$ cat src/design/mlp_pkg.sv
// Package for the MLP forward-pass block: sizes, codes and the command and status structs.
// Used by the interfaces, the controller, the datapath and the top level.
package mlp_pkg;

    localparam int MAX_LAYERS = 4;
    localparam int MAX_WIDTH  = 16;
    localparam int DATA_BITS  = 16;
    localparam int ACC_BITS   = 40;
    localparam int FRAC_BITS  = 8;

    localparam int LAYER_BITS = $clog2(MAX_LAYERS);
    localparam int IDX_BITS   = $clog2(MAX_WIDTH);
    localparam int CNT_BITS   = IDX_BITS + 1;
    localparam int NL_BITS    = 3;
    localparam int CFG_BITS   = 5;
    localparam int CFG_IDX_BITS = 3;
    localparam int RES_BITS   = DATA_BITS - 1;
    localparam int W_ADDR_BITS = LAYER_BITS + 2 * IDX_BITS;
    localparam int B_ADDR_BITS = LAYER_BITS + IDX_BITS;

    typedef enum logic [1:0] {
        K_WEIGHT = 2'd0,
        K_BIAS   = 2'd1,
        K_ELEM   = 2'd2
    } t_kind;

    typedef enum logic [CFG_IDX_BITS-1:0] {
        CFG_LAYERS = 3'd0,
        CFG_INW    = 3'd1,
        CFG_W0     = 3'd2,
        CFG_W1     = 3'd3,
        CFG_W2     = 3'd4,
        CFG_W3     = 3'd5
    } t_cfg_idx;

    typedef enum logic [2:0] {
        S_IDLE,
        S_CLEAR,
        S_MAC,
        S_DRAIN,
        S_BIAS,
        S_WRITE,
        S_OUT
    } t_state;

    typedef struct packed {
        logic                  load;     // input request accepted
        logic                  issue;    // start one multiply-accumulate
        logic                  clr_acc;
        logic                  add_bias;
        logic                  wr_res;
        logic                  out_load;
        logic                  out_last;
        logic                  src_b;    // current layer reads buffer B
        logic [LAYER_BITS-1:0] layer;
        logic [IDX_BITS-1:0]   row_i;
        logic [IDX_BITS-1:0]   col_j;
    } t_dp_cmd;

    typedef struct packed {
        logic out_free;
        logic acc_pos;
    } t_dp_sts;

endpackage

$ cat src/design/mlp_ctrl.sv
// Controller: configuration registers and the pass sequencer state machine.
// Depends on mlp_pkg; drives the datapath through t_dp_cmd.
module mlp_ctrl (
    input  logic                              i_clk,
    input  logic                              i_rst_n,
    input  logic                              i_cfg_we,
    input  logic [mlp_pkg::CFG_IDX_BITS-1:0]  i_cfg_idx,
    input  logic [mlp_pkg::CFG_BITS-1:0]      i_cfg_data,
    input  logic                              i_in_valid,
    input  logic [1:0]                        i_in_kind,
    input  logic                              i_in_last,
    output logic                              o_in_ready,
    input  mlp_pkg::t_dp_sts                  i_sts,
    output mlp_pkg::t_dp_cmd                  o_cmd
);
    import mlp_pkg::*;

    t_state                r_state, n_state;
    logic [NL_BITS-1:0]    r_layers;
    logic [CFG_BITS-1:0]   r_inw_cfg;
    logic [CFG_BITS-1:0]   r_wl [MAX_LAYERS];
    logic [LAYER_BITS-1:0] r_layer, n_layer;
    logic [IDX_BITS-1:0]   r_i, n_i, r_j, n_j, r_k, n_k;
    logic                  r_d, n_d, r_src_b, n_src_b;
    logic [CNT_BITS-1:0]   r_inw, n_inw;
    logic [CNT_BITS-1:0]   inw_cl, outw_cl;
    logic [LAYER_BITS-1:0] last_layer;
    logic                  accept;

    function automatic logic [CNT_BITS-1:0] clamp_w(input logic [CFG_BITS-1:0] w);
        if (w == '0) begin
            return CNT_BITS'(1);
        end else if (w > CFG_BITS'(MAX_WIDTH)) begin
            return CNT_BITS'(MAX_WIDTH);
        end
        return CNT_BITS'(w);
    endfunction

    always_ff @(posedge i_clk) begin
        if (!i_rst_n) begin
            r_layers  <= NL_BITS'(MAX_LAYERS);
            r_inw_cfg <= CFG_BITS'(MAX_WIDTH);
            for (int n = 0; n < MAX_LAYERS; n++) begin
                r_wl[n] <= CFG_BITS'(MAX_WIDTH);
            end
        end else if (i_cfg_we) begin
            case (i_cfg_idx)
                CFG_LAYERS: r_layers  <= i_cfg_data[NL_BITS-1:0];
                CFG_INW:    r_inw_cfg <= i_cfg_data;
                CFG_W0:     r_wl[0]   <= i_cfg_data;
                CFG_W1:     r_wl[1]   <= i_cfg_data;
                CFG_W2:     r_wl[2]   <= i_cfg_data;
                CFG_W3:     r_wl[3]   <= i_cfg_data;
                default: ;
            endcase
        end
    end

    assign inw_cl  = clamp_w(r_inw_cfg);
    assign outw_cl = clamp_w(r_wl[r_layer]);

    always_comb begin
        if (r_layers == '0) begin
            last_layer = '0;
        end else if (r_layers > NL_BITS'(MAX_LAYERS)) begin
            last_layer = LAYER_BITS'(MAX_LAYERS - 1);
        end else begin
            last_layer = LAYER_BITS'(r_layers - NL_BITS'(1));
        end
    end

    always_ff @(posedge i_clk) begin
        if (!i_rst_n) begin
            r_state <= S_IDLE;
            r_layer <= '0;
            r_i     <= '0;
            r_j     <= '0;
            r_k     <= '0;
            r_d     <= 1'b0;
            r_src_b <= 1'b0;
            r_inw   <= CNT_BITS'(1);
        end else begin
            r_state <= n_state;
            r_layer <= n_layer;
            r_i     <= n_i;
            r_j     <= n_j;
            r_k     <= n_k;
            r_d     <= n_d;
            r_src_b <= n_src_b;
            r_inw   <= n_inw;
        end
    end

    assign o_in_ready = (r_state == S_IDLE);
    assign accept     = o_in_ready && i_in_valid;

    always_comb begin
        n_state = r_state;
        n_layer = r_layer;
        n_i     = r_i;
        n_j     = r_j;
        n_k     = r_k;
        n_d     = r_d;
        n_src_b = r_src_b;
        n_inw   = r_inw;
        o_cmd   = '0;
        o_cmd.src_b = r_src_b;
        o_cmd.layer = r_layer;
        o_cmd.row_i = r_i;
        o_cmd.col_j = r_j;
        case (r_state)
            S_IDLE: begin
                o_cmd.load = accept;
                if (accept && i_in_kind == K_ELEM && i_in_last) begin
                    n_state = S_CLEAR;
                    n_layer = '0;
                    n_i     = '0;
                    n_src_b = 1'b0;
                    n_inw   = inw_cl;
                end
            end
            S_CLEAR: begin
                o_cmd.clr_acc = 1'b1;
                n_j     = '0;
                n_state = S_MAC;
            end
            S_MAC: begin
                o_cmd.issue = 1'b1;
                if (CNT_BITS'(r_j) == r_inw - CNT_BITS'(1)) begin
                    n_d     = 1'b0;
                    n_state = S_DRAIN;
                end else begin
                    n_j = r_j + IDX_BITS'(1);
                end
            end
            S_DRAIN: begin
                // Waits for the read and product stages to empty.
                n_d = 1'b1;
                if (r_d) begin
                    n_state = S_BIAS;
                end
            end
            S_BIAS: begin
                o_cmd.add_bias = 1'b1;
                n_state = S_WRITE;
            end
            S_WRITE: begin
                o_cmd.wr_res = 1'b1;
                if (CNT_BITS'(r_i) == outw_cl - CNT_BITS'(1)) begin
                    n_src_b = !r_src_b;
                    n_inw   = outw_cl;
                    n_i     = '0;
                    if (r_layer == last_layer) begin
                        n_k     = '0;
                        n_state = S_OUT;
                    end else begin
                        n_layer = r_layer + LAYER_BITS'(1);
                        n_state = S_CLEAR;
                    end
                end else begin
                    n_i     = r_i + IDX_BITS'(1);
                    n_state = S_CLEAR;
                end
            end
            S_OUT: begin
                o_cmd.col_j    = r_k;
                o_cmd.out_last = (CNT_BITS'(r_k) == r_inw - CNT_BITS'(1));
                if (i_sts.out_free) begin
                    o_cmd.out_load = 1'b1;
                    if (o_cmd.out_last) begin
                        n_state = S_IDLE;
                    end else begin
                        n_k = r_k + IDX_BITS'(1);
                    end
                end
            end
            default: n_state = S_IDLE;
        endcase
    end

    a_busy_no_ready: assert property (@(posedge i_clk) disable iff (!i_rst_n)
        (r_state != S_IDLE) |-> !o_in_ready)
        else $error("input ready while a pass is running");

    a_last_starts: assert property (@(posedge i_clk) disable iff (!i_rst_n)
        (accept && i_in_kind == K_ELEM && i_in_last) |=> (r_state == S_CLEAR))
        else $error("last element did not start a pass");

    a_write_after_bias: assert property (@(posedge i_clk) disable iff (!i_rst_n)
        (r_state == S_WRITE) |-> ($past(r_state) == S_BIAS))
        else $error("result written without bias step");

    a_out_load_free: assert property (@(posedge i_clk) disable iff (!i_rst_n)
        o_cmd.out_load |-> i_sts.out_free)
        else $error("output register overwritten");

endmodule

$ cat config.mk
export PLATFORM = sky130hd
export DESIGN_NAME = mlp_ctrl
export DESIGN_NICKNAME = d
export VERILOG_FILES = /design/src/design/mlp_pkg.sv /design/src/design/mlp_ctrl.sv
export SDC_FILE = /design/constraint.sdc
export NUM_CORES = 1
export LEC_CHECK = 0
export BUFFER_PORTS_ARGS = -buffer_cell sky130_fd_sc_hd__buf_2
export CORE_ASPECT_RATIO = 1.25
export CORE_UTILIZATION = 60
export CTS_BUF_LIST = sky130_fd_sc_hd__clkbuf_8
export DETAILED_ROUTE_END_ITERATION = 6
export PLACE_DENSITY = 0.78
export REMOVE_ABC_BUFFERS = 1
export SYNTH_ARGS = -nofsm -noshare
export SYNTH_HDL_FRONTEND = slang
export SYNTH_SLANG_ARGS = --single-unit
$ cat constraint.sdc
create_clock -name i_clk -period 4.65 [get_ports i_clk]
set_input_delay 0.2325 -clock i_clk [delete_from_list [all_inputs] [get_ports i_clk]]
set_output_delay 0.2325 -clock i_clk [all_outputs]
set_load 0.01 [all_outputs]
==> impl_results.html, run 1 <==
<table>
<tr><th>Metric</th><th>Value</th></tr>
<tr><th colspan="2">Run status</th></tr>
<tr><td>Run status</td><td>completed</td></tr>
<tr><th colspan="2">Setup path</th></tr>
<tr><td>Crit path arrival time</td><td>4.23 ns</td></tr>
<tr><td>Maximum fanout encountered on the critical timing path</td><td>11</td></tr>
<tr><td>Crit start category</td><td>register</td></tr>
<tr><td>Destination of the worst register-to-register timing path</td><td>r_inw[1]</td></tr>
<tr><td>Cell depth of the worst flop-to-flop path</td><td>13</td></tr>
<tr><td>Type of the setup path with the least slack</td><td>reg2reg</td></tr>
<tr><td>Setup slack, reg-to-reg</td><td>0.58 ns</td></tr>
<tr><td>Data required time of the critical path</td><td>4.81 ns</td></tr>
<tr><td>Crit end category</td><td>register</td></tr>
<tr><th colspan="2">Yosys</th></tr>
<tr><td>Most frequent cell after synthesis</td><td>sky130_fd_sc_hd__dfxtp_1</td></tr>
<tr><td>Yosys top cell area share</td><td>0.2225</td></tr>
<tr><td>Cell count after synthesis</td><td>311</td></tr>
<tr><td>Sequential area share after synthesis</td><td>0.4188</td></tr>
<tr><td>Post-synthesis sequential element count</td><td>54</td></tr>
<tr><td>Average size of a mapped cell</td><td>9.837 um^2</td></tr>
<tr><td>Top cells by instance count after synthesis</td><td>sky130_fd_sc_hd__dfxtp_1 (34), sky130_fd_sc_hd__nor2_1 (31), sky130_fd_sc_hd__edfxtp_1 (20), sky130_fd_sc_hd__and2_1 (18), sky130_fd_sc_hd__nand2_1 (18)</td></tr>
<tr><td>Share of synthesized registers carrying an async set or reset</td><td>0</td></tr>
<tr><td>Primary FF master, synth</td><td>sky130_fd_sc_hd__dfxtp_1</td></tr>
<tr><td>Mapped cell area</td><td>3059 um^2</td></tr>
<tr><td>Yosys top cell by area</td><td>sky130_fd_sc_hd__dfxtp_1</td></tr>
<tr><td>Number of synthesis warnings</td><td>0</td></tr>
<tr><td>Count of unique library cells instantiated by Yosys</td><td>60</td></tr>
<tr><td>Post-synth EDFFs</td><td>20</td></tr>
<tr><td>Synth area leaders</td><td>sky130_fd_sc_hd__dfxtp_1 (22%), sky130_fd_sc_hd__edfxtp_1 (20%), sky130_fd_sc_hd__nor2_1 (3.8%)</td></tr>
<tr><th colspan="2">Placed design</th></tr>
<tr><td>Placement Cell Area</td><td>3237 um^2</td></tr>
<tr><td>Final GP Congestion</td><td>0.8027</td></tr>
<tr><td>Number of I/O port buffers</td><td>34</td></tr>
<tr><td>HPWL after detailed placement</td><td>4654 um</td></tr>
<tr><th colspan="2">Floorplan</th></tr>
<tr><td>Placement row count</td><td>28</td></tr>
<tr><td>Number of ports placed on the die boundary</td><td>36</td></tr>
<tr><td>Die Width</td><td>65.87 um</td></tr>
<tr><td>Die height</td><td>81.84 um</td></tr>
<tr><td>Starting Density</td><td>0.6328</td></tr>
<tr><td>Area enclosed by the die boundary</td><td>5390 um^2</td></tr>
<tr><td>Floorplan Core Area</td><td>4835 um^2</td></tr>
<tr><th colspan="2">STA</th></tr>
<tr><td>Setup Skew</td><td>0.005676 ns</td></tr>
<tr><td>Part of the cycle the worst path needs</td><td>0.8750</td></tr>
<tr><td>Accumulated negative setup slack</td><td>0 ns</td></tr>
<tr><td>RSZ-0062 raised after global routing</td><td>no</td></tr>
<tr><td>Worst Max-Slew Pin Slew</td><td>0.9389 ns</td></tr>
<tr><td>Setup-failing EPs final</td><td>0</td></tr>
<tr><td>Highest attainable clock frequency</td><td>245.8 MHz</td></tr>
<tr><td>Final min period</td><td>4.069 ns</td></tr>
<tr><td>Final Max Slew Viols</td><td>0</td></tr>
<tr><td>Worst rel slew slack</td><td>0.3674</td></tr>
<tr><td>Hold Fails Final Rpt</td><td>0</td></tr>
<tr><th colspan="2">Hold path</th></tr>
<tr><td>Worst hold path class</td><td>in2reg</td></tr>
<tr><td>Hold EP</td><td>r_layers[2]</td></tr>
<tr><td>Startpoint of the worst hold path</td><td>i_cfg_data[2]</td></tr>
<tr><td>Number of stages on the worst hold path</td><td>3</td></tr>
<tr><th colspan="2">Power</th></tr>
<tr><td>Sw power</td><td>272.1 uW</td></tr>
<tr><td>Power density cells</td><td>302.9 nW/um^2</td></tr>
<tr><td>Switching portion of total power</td><td>0.2684</td></tr>
<tr><td>Overall power of the completed layout</td><td>1.014 mW</td></tr>
<tr><td>Register share of total power</td><td>0.525</td></tr>
<tr><td>Clock power frac</td><td>0.310</td></tr>
<tr><td>Comb pwr share</td><td>0.166</td></tr>
<tr><td>Maximum ir drop on the vdd rail</td><td>0.0002158 V</td></tr>
<tr><td>Cell-internal power</td><td>741.6 uW</td></tr>
<tr><td>Leakage Power</td><td>1.327 nW</td></tr>
<tr><th colspan="2">Clocking</th></tr>
<tr><td>Post-CTS Repair Setup Buffers</td><td>0</td></tr>
<tr><td>H-tree depth</td><td>2</td></tr>
<tr><td>Clock latency at the later pin of the worst-skew pair</td><td>0.31 ns</td></tr>
<tr><td>Number of buffers created by CTS</td><td>5</td></tr>
<tr><td>Clock-pin slew on the worst setup and hold paths</td><td>0.10 ns</td></tr>
<tr><td>Clk sink count</td><td>54</td></tr>
<tr><td>TritonCTS clock tree</td><td>done</td></tr>
<tr><td>Deepest clock path buffer count</td><td>2</td></tr>
<tr><td>CTS Hold Buffers Added</td><td>0</td></tr>
<tr><td>Post-cts sizing count</td><td>0</td></tr>
<tr><td>Clk Tree Root Cell</td><td>sky130_fd_sc_hd__clkbuf_8</td></tr>
<tr><th colspan="2">Final layout</th></tr>
<tr><td>Ratio of cells with drive above 1 in the final layout</td><td>0.1730</td></tr>
<tr><td>Layout net count</td><td>365</td></tr>
<tr><td>Number of antenna repair diodes</td><td>0</td></tr>
<tr><td>Finished layout cell area</td><td>3347 um^2</td></tr>
<tr><td>Post-layout utilization of the core</td><td>0.6923</td></tr>
<tr><td>Syn-to-layout area delta</td><td>9.407%</td></tr>
<tr><th colspan="2">Global route</th></tr>
<tr><td>Wire length of the first global-routing pass</td><td>10210 um</td></tr>
<tr><td>Gr ovfl total</td><td>0</td></tr>
<tr><td>Global-route usage over all layers</td><td>0.2538</td></tr>
<tr><td>Initial antenna violation count</td><td>0</td></tr>
<tr><td>Via count of the first global-routing pass</td><td>2182</td></tr>
<tr><td>Maximum number of pins on one net before global-route repair</td><td>26</td></tr>
<tr><th colspan="2">Detailed routing</th></tr>
<tr><td>Drt via density</td><td>5.958</td></tr>
<tr><td>Avg WL per Cell</td><td>15.85 um</td></tr>
<tr><td>DR DRC count</td><td>0</td></tr>
<tr><td>Number of antenna-violating nets in the routed design</td><td>0</td></tr>
<tr><td>Drt total wl</td><td>6356 um</td></tr>
<tr><td>Vias after detailed routing</td><td>2389</td></tr>
<tr><td>Initial DRC count</td><td>96</td></tr>
<tr><td>Drt pass-1 iters</td><td>5</td></tr>
<tr><th colspan="2">Job</th></tr>
<tr><td>Max Cap Viol</td><td>0</td></tr>
</table>
## routing by layer
metal | wire, um | global-route usage | share of wire
met1 | 2626 | 0.2810 | 0.41
met3 | 197 | 0.03750 | 0.031
met4 | 123 | 0.09348 | 0.019
met5 | 0 | 0 | 0
met2 | 3409 | 0.4816 | 0.54
## cells by family after synthesis
logic type	share of synthesized area
multiplexers	0.09857
buffers and inverters	0.04049
AND/OR/NAND/NOR	0.2295
adder cells (fa/ha/maj)	0.03272
XOR/XNOR	0.06462
flip-flops	0.4188
AO/OA/AOI/OAI	0.1153
## metrics by stage
step,setup WS (ns),std cells,hold WS (ns)
after floorplan,1.092,298,0.3214
after global placement,0.6889,393,0.4660
after detailed placement,0.6163,393,0.4642
after CTS,0.5835,401,0.2176
after global routing,0.3727,401,0.2463
final,0.5812,401,0.2146
## area by class of cell
type,instances,area [um^2]
multi-input combinational,231,1654
clock buffer,5,68.82
clock inverter,3,41.29
tap,60,75.07
inverter,13,48.80
timing repair buffer,35,177.7
sequential,54,1281
fill,389,1488
## state kept, by name (all words and copies together) (netlist names), named ones only
| signal | flops |
|---|---|
| r_d | 1 |
| r_i | 4 |
| r_inw | 5 |
| r_inw_cfg | 5 |
| r_j | 4 |
| r_k | 4 |
| r_layer | 2 |
| r_layers | 3 |
| r_src_b | 1 |
| r_state | 3 |
| r_wl | 20 |
## cell usage in the layout (no fill, tap or decap), types with 9 or more instances in the layout
cell type / netlist / final
sky130_fd_sc_hd__edfxtp_1: 20 / 20
sky130_fd_sc_hd__nand3_1: 10 / 10
sky130_fd_sc_hd__dfxtp_1: 34 / 34
sky130_fd_sc_hd__buf_2: 0 / 34
sky130_fd_sc_hd__o21ai_0: 10 / 10
sky130_fd_sc_hd__inv_1: 13 / 14
sky130_fd_sc_hd__a21oi_1: 9 / 9
sky130_fd_sc_hd__nand2_1: 18 / 18
sky130_fd_sc_hd__and2_1: 18 / 18
sky130_fd_sc_hd__xnor2_1: 11 / 11
sky130_fd_sc_hd__mux2i_1: 11 / 11
sky130_fd_sc_hd__xor2_1: 9 / 9
sky130_fd_sc_hd__nor2_1: 31 / 31
## worst max-delay path by stage
stage / start / endpoint / depth (start not counted)
2_1_floorplan: register / r_inw[4] / 13
3_3_place_gp: register / r_inw[1] / 12
3_5_place_dp: register / r_inw[1] / 13
4_1_cts: register / r_inw[1] / 13
5_1_grt: register / r_inw[1] / 13
6_report: register / r_inw[1] / 13
## worst max-delay path, stage by stage, from the launching register on
cell and delay, ns:
sky130_fd_sc_hd__dfxtp_1 0.59, sky130_fd_sc_hd__mux4_2 0.57, sky130_fd_sc_hd__or3_4 0.41, sky130_fd_sc_hd__nor2_1 0.11, sky130_fd_sc_hd__ha_1 0.24, sky130_fd_sc_hd__nor2b_1 0.10, sky130_fd_sc_hd__a21oi_1 0.29, sky130_fd_sc_hd__ha_1 0.27
sky130_fd_sc_hd__o221ai_1 0.15, sky130_fd_sc_hd__mux2i_1 0.20, sky130_fd_sc_hd__nand4_1 0.15, sky130_fd_sc_hd__o31a_1 0.40, sky130_fd_sc_hd__a311oi_1 0.37, sky130_fd_sc_hd__a211oi_1 0.08
## power by group through the flow
stage	combinational [mW]	sequential [mW]	clock (mW)
final	0.168	0.532	0.314
after global routing	0.185	0.536	0.335
after CTS	0.168	0.532	0.316
after detailed placement	0.168	0.543	0
after global placement	0.165	0.541	0
after floorplan	0.118	0.536	0
No activity file was read; power rests on OpenSTA's default activity.
==> inputs of run 2 (changes only) <==
- CELL_PAD_IN_SITES_DETAIL_PLACEMENT: default -> 0
- CELL_PAD_IN_SITES_GLOBAL_PLACEMENT: default -> 1
- CORE_UTILIZATION: 60 -> 45
- CTS_BUF_LIST: sky130_fd_sc_hd__clkbuf_8 -> default
- PLACE_DENSITY: 0.78 -> 0.75
- RECOVER_POWER: default -> 25
==> run 2 against run 1 <==
Compared with the run above:
- global-route usage down 6.0 points
- first-iteration DRC count shrank 16%
- routed wire length rose by 1.5%
- clock-buffer cell count unchanged
- via count decreased by 3.6%
- clock skew grew 0.0015 ns
- die area grew 32%
- power is 1.9% higher
- register-to-register slack about the same
- combinational power about the same
- critical path depth stayed put
- sequential power about the same
==> impl_results.html, run 2 (same netlist as run 1, synthesis figures left out) <==
<table>
<tr><th>Metric</th><th>Value</th></tr>
<tr><th colspan="2">Run status</th></tr>
<tr><td>Run status</td><td>completed</td></tr>
<tr><th colspan="2">Setup path</th></tr>
<tr><td>Capture point of the worst path</td><td>r_inw[1]</td></tr>
<tr><td>Crit start category</td><td>register</td></tr>
<tr><td>Setup slack, reg-to-reg</td><td>0.59 ns</td></tr>
<tr><td>Data required time of the critical path</td><td>4.82 ns</td></tr>
<tr><td>Destination of the worst register-to-register timing path</td><td>r_inw[1]</td></tr>
<tr><td>Crit path arrival time</td><td>4.24 ns</td></tr>
<tr><td>Crit end category</td><td>register</td></tr>
<tr><td>Cell depth of the worst flop-to-flop path</td><td>13</td></tr>
<tr><td>Type of the setup path with the least slack</td><td>reg2reg</td></tr>
<tr><td>Maximum fanout encountered on the critical timing path</td><td>11</td></tr>
<tr><th colspan="2">Final layout</th></tr>
<tr><td>Total of fill cells in the finished design</td><td>650</td></tr>
<tr><td>Max FFs per register</td><td>20</td></tr>
<tr><td>Top library cells by usage in the layout, fill and taps aside</td><td>sky130_fd_sc_hd__dfxtp_1 (34), sky130_fd_sc_hd__nor2_1 (31), sky130_fd_sc_hd__buf_2 (25), sky130_fd_sc_hd__edfxtp_1 (20)</td></tr>
<tr><td>Largest registers</td><td>r_wl x20, r_inw x5, r_inw_cfg x5</td></tr>
<tr><td>Number of antenna repair diodes</td><td>0</td></tr>
<tr><td>Syn-to-layout area delta</td><td>10.35%</td></tr>
<tr><td>Sequential Area</td><td>1281 um^2</td></tr>
<tr><td>Layout net count</td><td>365</td></tr>
<tr><td>Most common library cell in the layout ignoring fill and taps</td><td>sky130_fd_sc_hd__dfxtp_1</td></tr>
<tr><td>Largest Register</td><td>r_wl</td></tr>
<tr><td>Area occupied by multi-input gates</td><td>1654 um^2</td></tr>
<tr><td>Ratio of cells with drive above 1 in the final layout</td><td>0.1496</td></tr>
<tr><th colspan="2">Global route</th></tr>
<tr><td>Maximum number of pins on one net before global-route repair</td><td>26</td></tr>
<tr><td>Via count of the first global-routing pass</td><td>2239</td></tr>
<tr><td>Global-route usage over all layers</td><td>0.1936</td></tr>
<tr><td>Initial antenna violation count</td><td>0</td></tr>
<tr><td>Wire length of the first global-routing pass</td><td>10330 um</td></tr>
<tr><td>Gr ovfl total</td><td>0</td></tr>
<tr><th colspan="2">Placed design</th></tr>
<tr><td>Setup Slack @ Placement</td><td>0.6071 ns</td></tr>
<tr><td>Final GP Congestion</td><td>0.7527</td></tr>
<tr><td>HPWL after detailed placement</td><td>4729 um</td></tr>
<tr><td>Number of I/O port buffers</td><td>34</td></tr>
<tr><th colspan="2">STA</th></tr>
<tr><td>Hold Fails Final Rpt</td><td>0</td></tr>
<tr><td>Setup ws final</td><td>0.5852 ns</td></tr>
<tr><td>RSZ-0062 raised after global routing</td><td>no</td></tr>
<tr><td>Accumulated negative setup slack</td><td>0 ns</td></tr>
<tr><td>Worst rel slew slack</td><td>0.3787</td></tr>
<tr><td>Final min period</td><td>4.065 ns</td></tr>
<tr><td>Highest attainable clock frequency</td><td>246.0 MHz</td></tr>
<tr><td>Setup-failing EPs final</td><td>0</td></tr>
<tr><td>Final Max Slew Viols</td><td>0</td></tr>
<tr><td>Worst Max-Slew Pin Slew</td><td>0.9248 ns</td></tr>
<tr><td>Setup Skew</td><td>0.007224 ns</td></tr>
<tr><td>Part of the cycle the worst path needs</td><td>0.8742</td></tr>
<tr><th colspan="2">Detailed routing</th></tr>
<tr><td>Initial DRC count</td><td>81</td></tr>
<tr><td>Avg WL per Cell</td><td>15.07 um</td></tr>
<tr><td>DR DRC count</td><td>0</td></tr>
<tr><td>Number of antenna-violating nets in the routed design</td><td>0</td></tr>
<tr><td>Vias after detailed routing</td><td>2302</td></tr>
<tr><td>Drt total wl</td><td>6451 um</td></tr>
<tr><td>Drt via density</td><td>5.379</td></tr>
<tr><td>Drt pass-1 iters</td><td>4</td></tr>
<tr><th colspan="2">Floorplan</th></tr>
<tr><td>Area enclosed by the die boundary</td><td>7134 um^2</td></tr>
<tr><td>Floorplan Core Area</td><td>6565 um^2</td></tr>
<tr><td>Die Width</td><td>75.75 um</td></tr>
<tr><td>Placement row count</td><td>33</td></tr>
<tr><td>Starting Density</td><td>0.4660</td></tr>
<tr><td>Die height</td><td>94.19 um</td></tr>
<tr><td>Number of ports placed on the die boundary</td><td>36</td></tr>
<tr><th colspan="2">Power</th></tr>
<tr><td>Maximum ir drop on the vdd rail</td><td>0.0001641 V</td></tr>
<tr><td>Overall power of the completed layout</td><td>1.033 mW</td></tr>
<tr><td>Leakage Power</td><td>1.294 nW</td></tr>
<tr><td>Power density cells</td><td>306.0 nW/um^2</td></tr>
<tr><th colspan="2">Clocking</th></tr>
<tr><td>Clk sink count</td><td>54</td></tr>
<tr><td>H-tree depth</td><td>2</td></tr>
<tr><td>TritonCTS clock tree</td><td>done</td></tr>
<tr><td>Clock-pin slew on the worst setup and hold paths</td><td>0.11 ns</td></tr>
<tr><td>Number of buffers created by CTS</td><td>5</td></tr>
<tr><td>Post-CTS Repair Setup Buffers</td><td>0</td></tr>
<tr><td>Clock latency at the later pin of the worst-skew pair</td><td>0.31 ns</td></tr>
<tr><td>Post-cts sizing count</td><td>0</td></tr>
<tr><td>Deepest clock path buffer count</td><td>2</td></tr>
<tr><td>CTS Hold Buffers Added</td><td>0</td></tr>
<tr><td>Clk Tree Root Cell</td><td>sky130_fd_sc_hd__clkbuf_8</td></tr>
<tr><th colspan="2">Job</th></tr>
<tr><td>Max Cap Viol</td><td>0</td></tr>
<tr><th colspan="2">Hold path</th></tr>
<tr><td>Worst hold path class</td><td>in2reg</td></tr>
</table>
==> run 2: where the power goes <==
part           internal, mW  leakage, nW  switching, mW
Clock                 0.165       0.0591          0.169
Sequential            0.511        0.469         0.0213
Combinational        0.0716        0.766         0.0950
==> run 2: worst max-delay path: stages, from the launching register on <==
cell	delay (ns)
sky130_fd_sc_hd__dfxtp_1	0.56
sky130_fd_sc_hd__mux4_2	0.57
sky130_fd_sc_hd__or3_4	0.41
sky130_fd_sc_hd__nor2_1	0.11
sky130_fd_sc_hd__ha_1	0.24
sky130_fd_sc_hd__nor2b_1	0.10
sky130_fd_sc_hd__a21oi_1	0.30
sky130_fd_sc_hd__ha_1	0.27
sky130_fd_sc_hd__o221ai_1	0.14
sky130_fd_sc_hd__mux2i_1	0.21
sky130_fd_sc_hd__nand4_1	0.17
sky130_fd_sc_hd__o31a_1	0.40
sky130_fd_sc_hd__a311oi_1	0.34
sky130_fd_sc_hd__a211oi_1	0.08
==> run 2: final cells by class <==
class                           count  share of cell area
Timing Repair Buffer               35             0.04930
Clock inverter                      3             0.01408
Clock buffer                        5             0.02039
Sequential cell                    54              0.3795
Tap cell                           87             0.03225
Multi-Input combinational cell    231              0.4900
Inverter                           13             0.01446
==> run 2: worst min path at each step <==
stage                  start            to  slack (ns)  depth (start not counted)
6_report       i_cfg_data[4]  r_inw_cfg[4]        0.20                          3
5_1_grt        i_cfg_data[4]  r_inw_cfg[4]        0.22                          3
4_1_cts        i_cfg_data[4]  r_inw_cfg[4]        0.20                          3
3_5_place_dp        r_inw[4]      r_inw[4]        0.47                          2
3_3_place_gp        r_inw[4]      r_inw[4]        0.46                          2
2_1_floorplan        i_rst_n  r_inw_cfg[4]        0.32                          1
==> run 2: metrics by stage <==
stage	instances	instance area [um^2]	util	hold WS, ns
floorplan	298	2984	-	0.3214
global placement	420	3271	0.4982	0.4637
detailed placement	420	3271	0.4982	0.4689
CTS	428	3387	0.5159	0.2013
global route	428	3376	0.5142	0.2240
finish	428	3376	0.5142	0.2019
==> run 2: layer usage <==
layer,up-vias,GRT usage,share of wire,wire [um]
met5,-,0,0,0
met4,0,0.06790,0.020,132
met3,9,0.03219,0.019,125
met2,31,0.3496,0.53,3405
met1,1077,0.2230,0.43,2787
li1,1185,-,-,-
==> inputs of run 3 (changes only) <==
- BUFFER_PORTS_ARGS: -buffer_cell sky130_fd_sc_hd__buf_2 -> -buffer_cell sky130_fd_sc_hd__clkbuf_2
==> run 3 against run 2 <==
Compared with the run above:
- clock skew is 0.0014 ns lower
- global-route usage is 0.080 points lower
- core utilization is 0.076 points lower
- power is 1.2% lower
- highest routed layer unchanged
==> impl_results.html, run 3 (same netlist as run 1, synthesis figures left out) <==
<table>
<tr><th>Metric</th><th>Value</th></tr>
<tr><th colspan="2">Run status</th></tr>
<tr><td>Run status</td><td>completed</td></tr>
<tr><th colspan="2">Detailed routing</th></tr>
<tr><td>Avg WL per Cell</td><td>14.77 um</td></tr>
<tr><td>Vias after detailed routing</td><td>2303</td></tr>
<tr><td>Number of antenna-violating nets in the routed design</td><td>0</td></tr>
<tr><td>Drt total wl</td><td>6323 um</td></tr>
<tr><td>DR DRC count</td><td>0</td></tr>
<tr><td>Initial DRC count</td><td>93</td></tr>
<tr><td>Drt via density</td><td>5.381</td></tr>
<tr><td>Drt pass-1 iters</td><td>5</td></tr>
<tr><th colspan="2">Final layout</th></tr>
<tr><td>Ratio of cells with drive above 1 in the final layout</td><td>0.1496</td></tr>
<tr><td>Top library cells by usage in the layout, fill and taps aside</td><td>sky130_fd_sc_hd__dfxtp_1 (34), sky130_fd_sc_hd__nor2_1 (31), sky130_fd_sc_hd__clkbuf_2 (26), sky130_fd_sc_hd__edfxtp_1 (20)</td></tr>
<tr><td>Area occupied by multi-input gates</td><td>1654 um^2</td></tr>
<tr><td>Post-layout utilization of the core</td><td>0.5134</td></tr>
<tr><td>Layout net count</td><td>365</td></tr>
<tr><td>Number of antenna repair diodes</td><td>0</td></tr>
<tr><td>Syn-to-layout area delta</td><td>10.18%</td></tr>
<tr><td>Total of fill cells in the finished design</td><td>643</td></tr>
<tr><td>Max FFs per register</td><td>20</td></tr>
<tr><td>Sequential Area</td><td>1281 um^2</td></tr>
<tr><td>Largest Register</td><td>r_wl</td></tr>
<tr><td>Largest registers</td><td>r_wl x20, r_inw x5, r_inw_cfg x5</td></tr>
<tr><td>Most common library cell in the layout ignoring fill and taps</td><td>sky130_fd_sc_hd__dfxtp_1</td></tr>
<tr><th colspan="2">Floorplan</th></tr>
<tr><td>Placement row count</td><td>33</td></tr>
<tr><td>Die height</td><td>94.19 um</td></tr>
<tr><td>Starting Density</td><td>0.4660</td></tr>
<tr><td>Floorplan Core Area</td><td>6565 um^2</td></tr>
<tr><td>Number of ports placed on the die boundary</td><td>36</td></tr>
<tr><td>Die Width</td><td>75.75 um</td></tr>
<tr><td>Area enclosed by the die boundary</td><td>7134 um^2</td></tr>
<tr><th colspan="2">Global route</th></tr>
<tr><td>Maximum number of pins on one net before global-route repair</td><td>26</td></tr>
<tr><td>Via count of the first global-routing pass</td><td>2139</td></tr>
<tr><td>Gr ovfl total</td><td>0</td></tr>
<tr><td>Wire length of the first global-routing pass</td><td>10290 um</td></tr>
<tr><td>Initial antenna violation count</td><td>0</td></tr>
<tr><td>Global-route usage over all layers</td><td>0.1928</td></tr>
<tr><th colspan="2">Clocking</th></tr>
<tr><td>Post-CTS Repair Setup Buffers</td><td>0</td></tr>
<tr><td>Clock-pin slew on the worst setup and hold paths</td><td>0.10 ns</td></tr>
<tr><td>Clk Tree Root Cell</td><td>sky130_fd_sc_hd__clkbuf_8</td></tr>
<tr><td>Number of buffers created by CTS</td><td>5</td></tr>
<tr><td>Post-cts sizing count</td><td>0</td></tr>
<tr><td>Clk sink count</td><td>54</td></tr>
<tr><td>Deepest clock path buffer count</td><td>2</td></tr>
<tr><td>H-tree depth</td><td>2</td></tr>
<tr><td>CTS Hold Buffers Added</td><td>0</td></tr>
<tr><td>TritonCTS clock tree</td><td>done</td></tr>
<tr><td>Clock latency at the later pin of the worst-skew pair</td><td>0.31 ns</td></tr>
<tr><th colspan="2">STA</th></tr>
<tr><td>Setup-failing EPs final</td><td>0</td></tr>
<tr><td>Setup Skew</td><td>0.005862 ns</td></tr>
<tr><td>Accumulated negative setup slack</td><td>0 ns</td></tr>
<tr><td>Part of the cycle the worst path needs</td><td>0.8820</td></tr>
<tr><td>Highest attainable clock frequency</td><td>243.8 MHz</td></tr>
<tr><td>RSZ-0062 raised after global routing</td><td>no</td></tr>
<tr><td>Hold Fails Final Rpt</td><td>0</td></tr>
<tr><td>Worst rel slew slack</td><td>0.3862</td></tr>
<tr><td>Worst hold slack across all endpoints</td><td>0.2003 ns</td></tr>
<tr><td>Final Max Slew Viols</td><td>0</td></tr>
<tr><td>Worst Max-Slew Pin Slew</td><td>0.9136 ns</td></tr>
<tr><td>Final min period</td><td>4.101 ns</td></tr>
<tr><th colspan="2">Setup path</th></tr>
<tr><td>Crit path arrival time</td><td>4.28 ns</td></tr>
<tr><td>Crit start category</td><td>register</td></tr>
<tr><td>Type of the setup path with the least slack</td><td>reg2reg</td></tr>
<tr><td>Crit end category</td><td>register</td></tr>
<tr><td>Data required time of the critical path</td><td>4.82 ns</td></tr>
<tr><td>Maximum fanout encountered on the critical timing path</td><td>11</td></tr>
<tr><th colspan="2">Power</th></tr>
<tr><td>Comb pwr share</td><td>0.164</td></tr>
<tr><td>Switching portion of total power</td><td>0.2716</td></tr>
<tr><td>Power density cells</td><td>302.9 nW/um^2</td></tr>
<tr><td>Clock power frac</td><td>0.314</td></tr>
<tr><td>Maximum ir drop on the vdd rail</td><td>0.0001923 V</td></tr>
<tr><td>Leakage Power</td><td>1.284 nW</td></tr>
<tr><td>Sw power</td><td>277.3 uW</td></tr>
<tr><td>Register share of total power</td><td>0.521</td></tr>
<tr><td>Cell-internal power</td><td>743.6 uW</td></tr>
<tr><th colspan="2">Placed design</th></tr>
<tr><td>Number of I/O port buffers</td><td>34</td></tr>
<tr><td>Final GP Congestion</td><td>0.7525</td></tr>
<tr><td>HPWL after detailed placement</td><td>4682 um</td></tr>
<tr><th colspan="2">Job</th></tr>
<tr><td>Max Cap Viol</td><td>0</td></tr>
<tr><th colspan="2">Hold path</th></tr>
<tr><td>Worst hold path class</td><td>in2reg</td></tr>
</table>
[run 3: cell types whose count changed in the layout (fill, tap and decap cells not counted), sizes merged]
cell      change
clkbuf       +26
buf          -25
inv           -2
clkinvlp      +1
[run 3: worst paths after layout]
path	cells past startpoint	from	slack [ns]	end
max	13	register	0.55	r_inw[1]
min	3	i_cfg_data[4]	0.20	r_inw_cfg[4]
max reg2reg	13	register	0.55	r_inw[1]
min reg2reg	2	r_inw[4]	0.48	r_inw[4]
[run 3: final cells by class]
cell class / instances / share of cell area
Clock inverter: 2 / 0.01114
Sequential cell: 54 / 0.3801
Tap cell: 87 / 0.03229
Inverter: 13 / 0.01448
Clock buffer: 6 / 0.02153
Timing Repair Buffer: 35 / 0.04974
Multi-Input combinational cell: 231 / 0.4907
[run 3: power by group through the flow]
stage / sequential [mW] / clock [mW] / combinational (mW)
2_1_floorplan: 0.536 / 0 / 0.118
3_3_place_gp: 0.543 / 0 / 0.168
3_5_place_dp: 0.543 / 0 / 0.169
4_1_cts: 0.532 / 0.328 / 0.170
5_1_grt: 0.537 / 0.345 / 0.185
6_report: 0.532 / 0.321 / 0.168
[run 3: per-stage QoR]
stage               setup slack (ns)  power [mW]  std cells  cell area, um^2
global placement              0.6548      0.7103        420             3271
CTS                           0.5520       1.031        428             3381
floorplan                      1.092      0.6541        298             2984
finish                        0.5489       1.021        428             3371
detailed placement            0.5914      0.7129        420             3271
global route                  0.2871       1.067        428             3371
[run 3: metal layers]
metal | share of wire | up-vias | global-route usage
met4 | 0.012 | 0 | 0.05710
met3 | 0.022 | 5 | 0.03219
met5 | 0 | - | 0
met2 | 0.53 | 33 | 0.3414
met1 | 0.44 | 1074 | 0.2328
li1 | - | 1191 | -
[run 3: worst max-delay path: stages (launching register included)]
cell	delay (ns)
sky130_fd_sc_hd__dfxtp_1	0.57
sky130_fd_sc_hd__mux4_2	0.57
sky130_fd_sc_hd__or3_4	0.41
sky130_fd_sc_hd__nor2_1	0.11
sky130_fd_sc_hd__ha_1	0.24
sky130_fd_sc_hd__nor2b_1	0.10
sky130_fd_sc_hd__a21oi_1	0.33
sky130_fd_sc_hd__ha_1	0.28
sky130_fd_sc_hd__o221ai_1	0.15
sky130_fd_sc_hd__mux2i_1	0.22
sky130_fd_sc_hd__nand4_1	0.18
sky130_fd_sc_hd__o31a_1	0.41
sky130_fd_sc_hd__a311oi_1	0.32
sky130_fd_sc_hd__a211oi_1	0.08
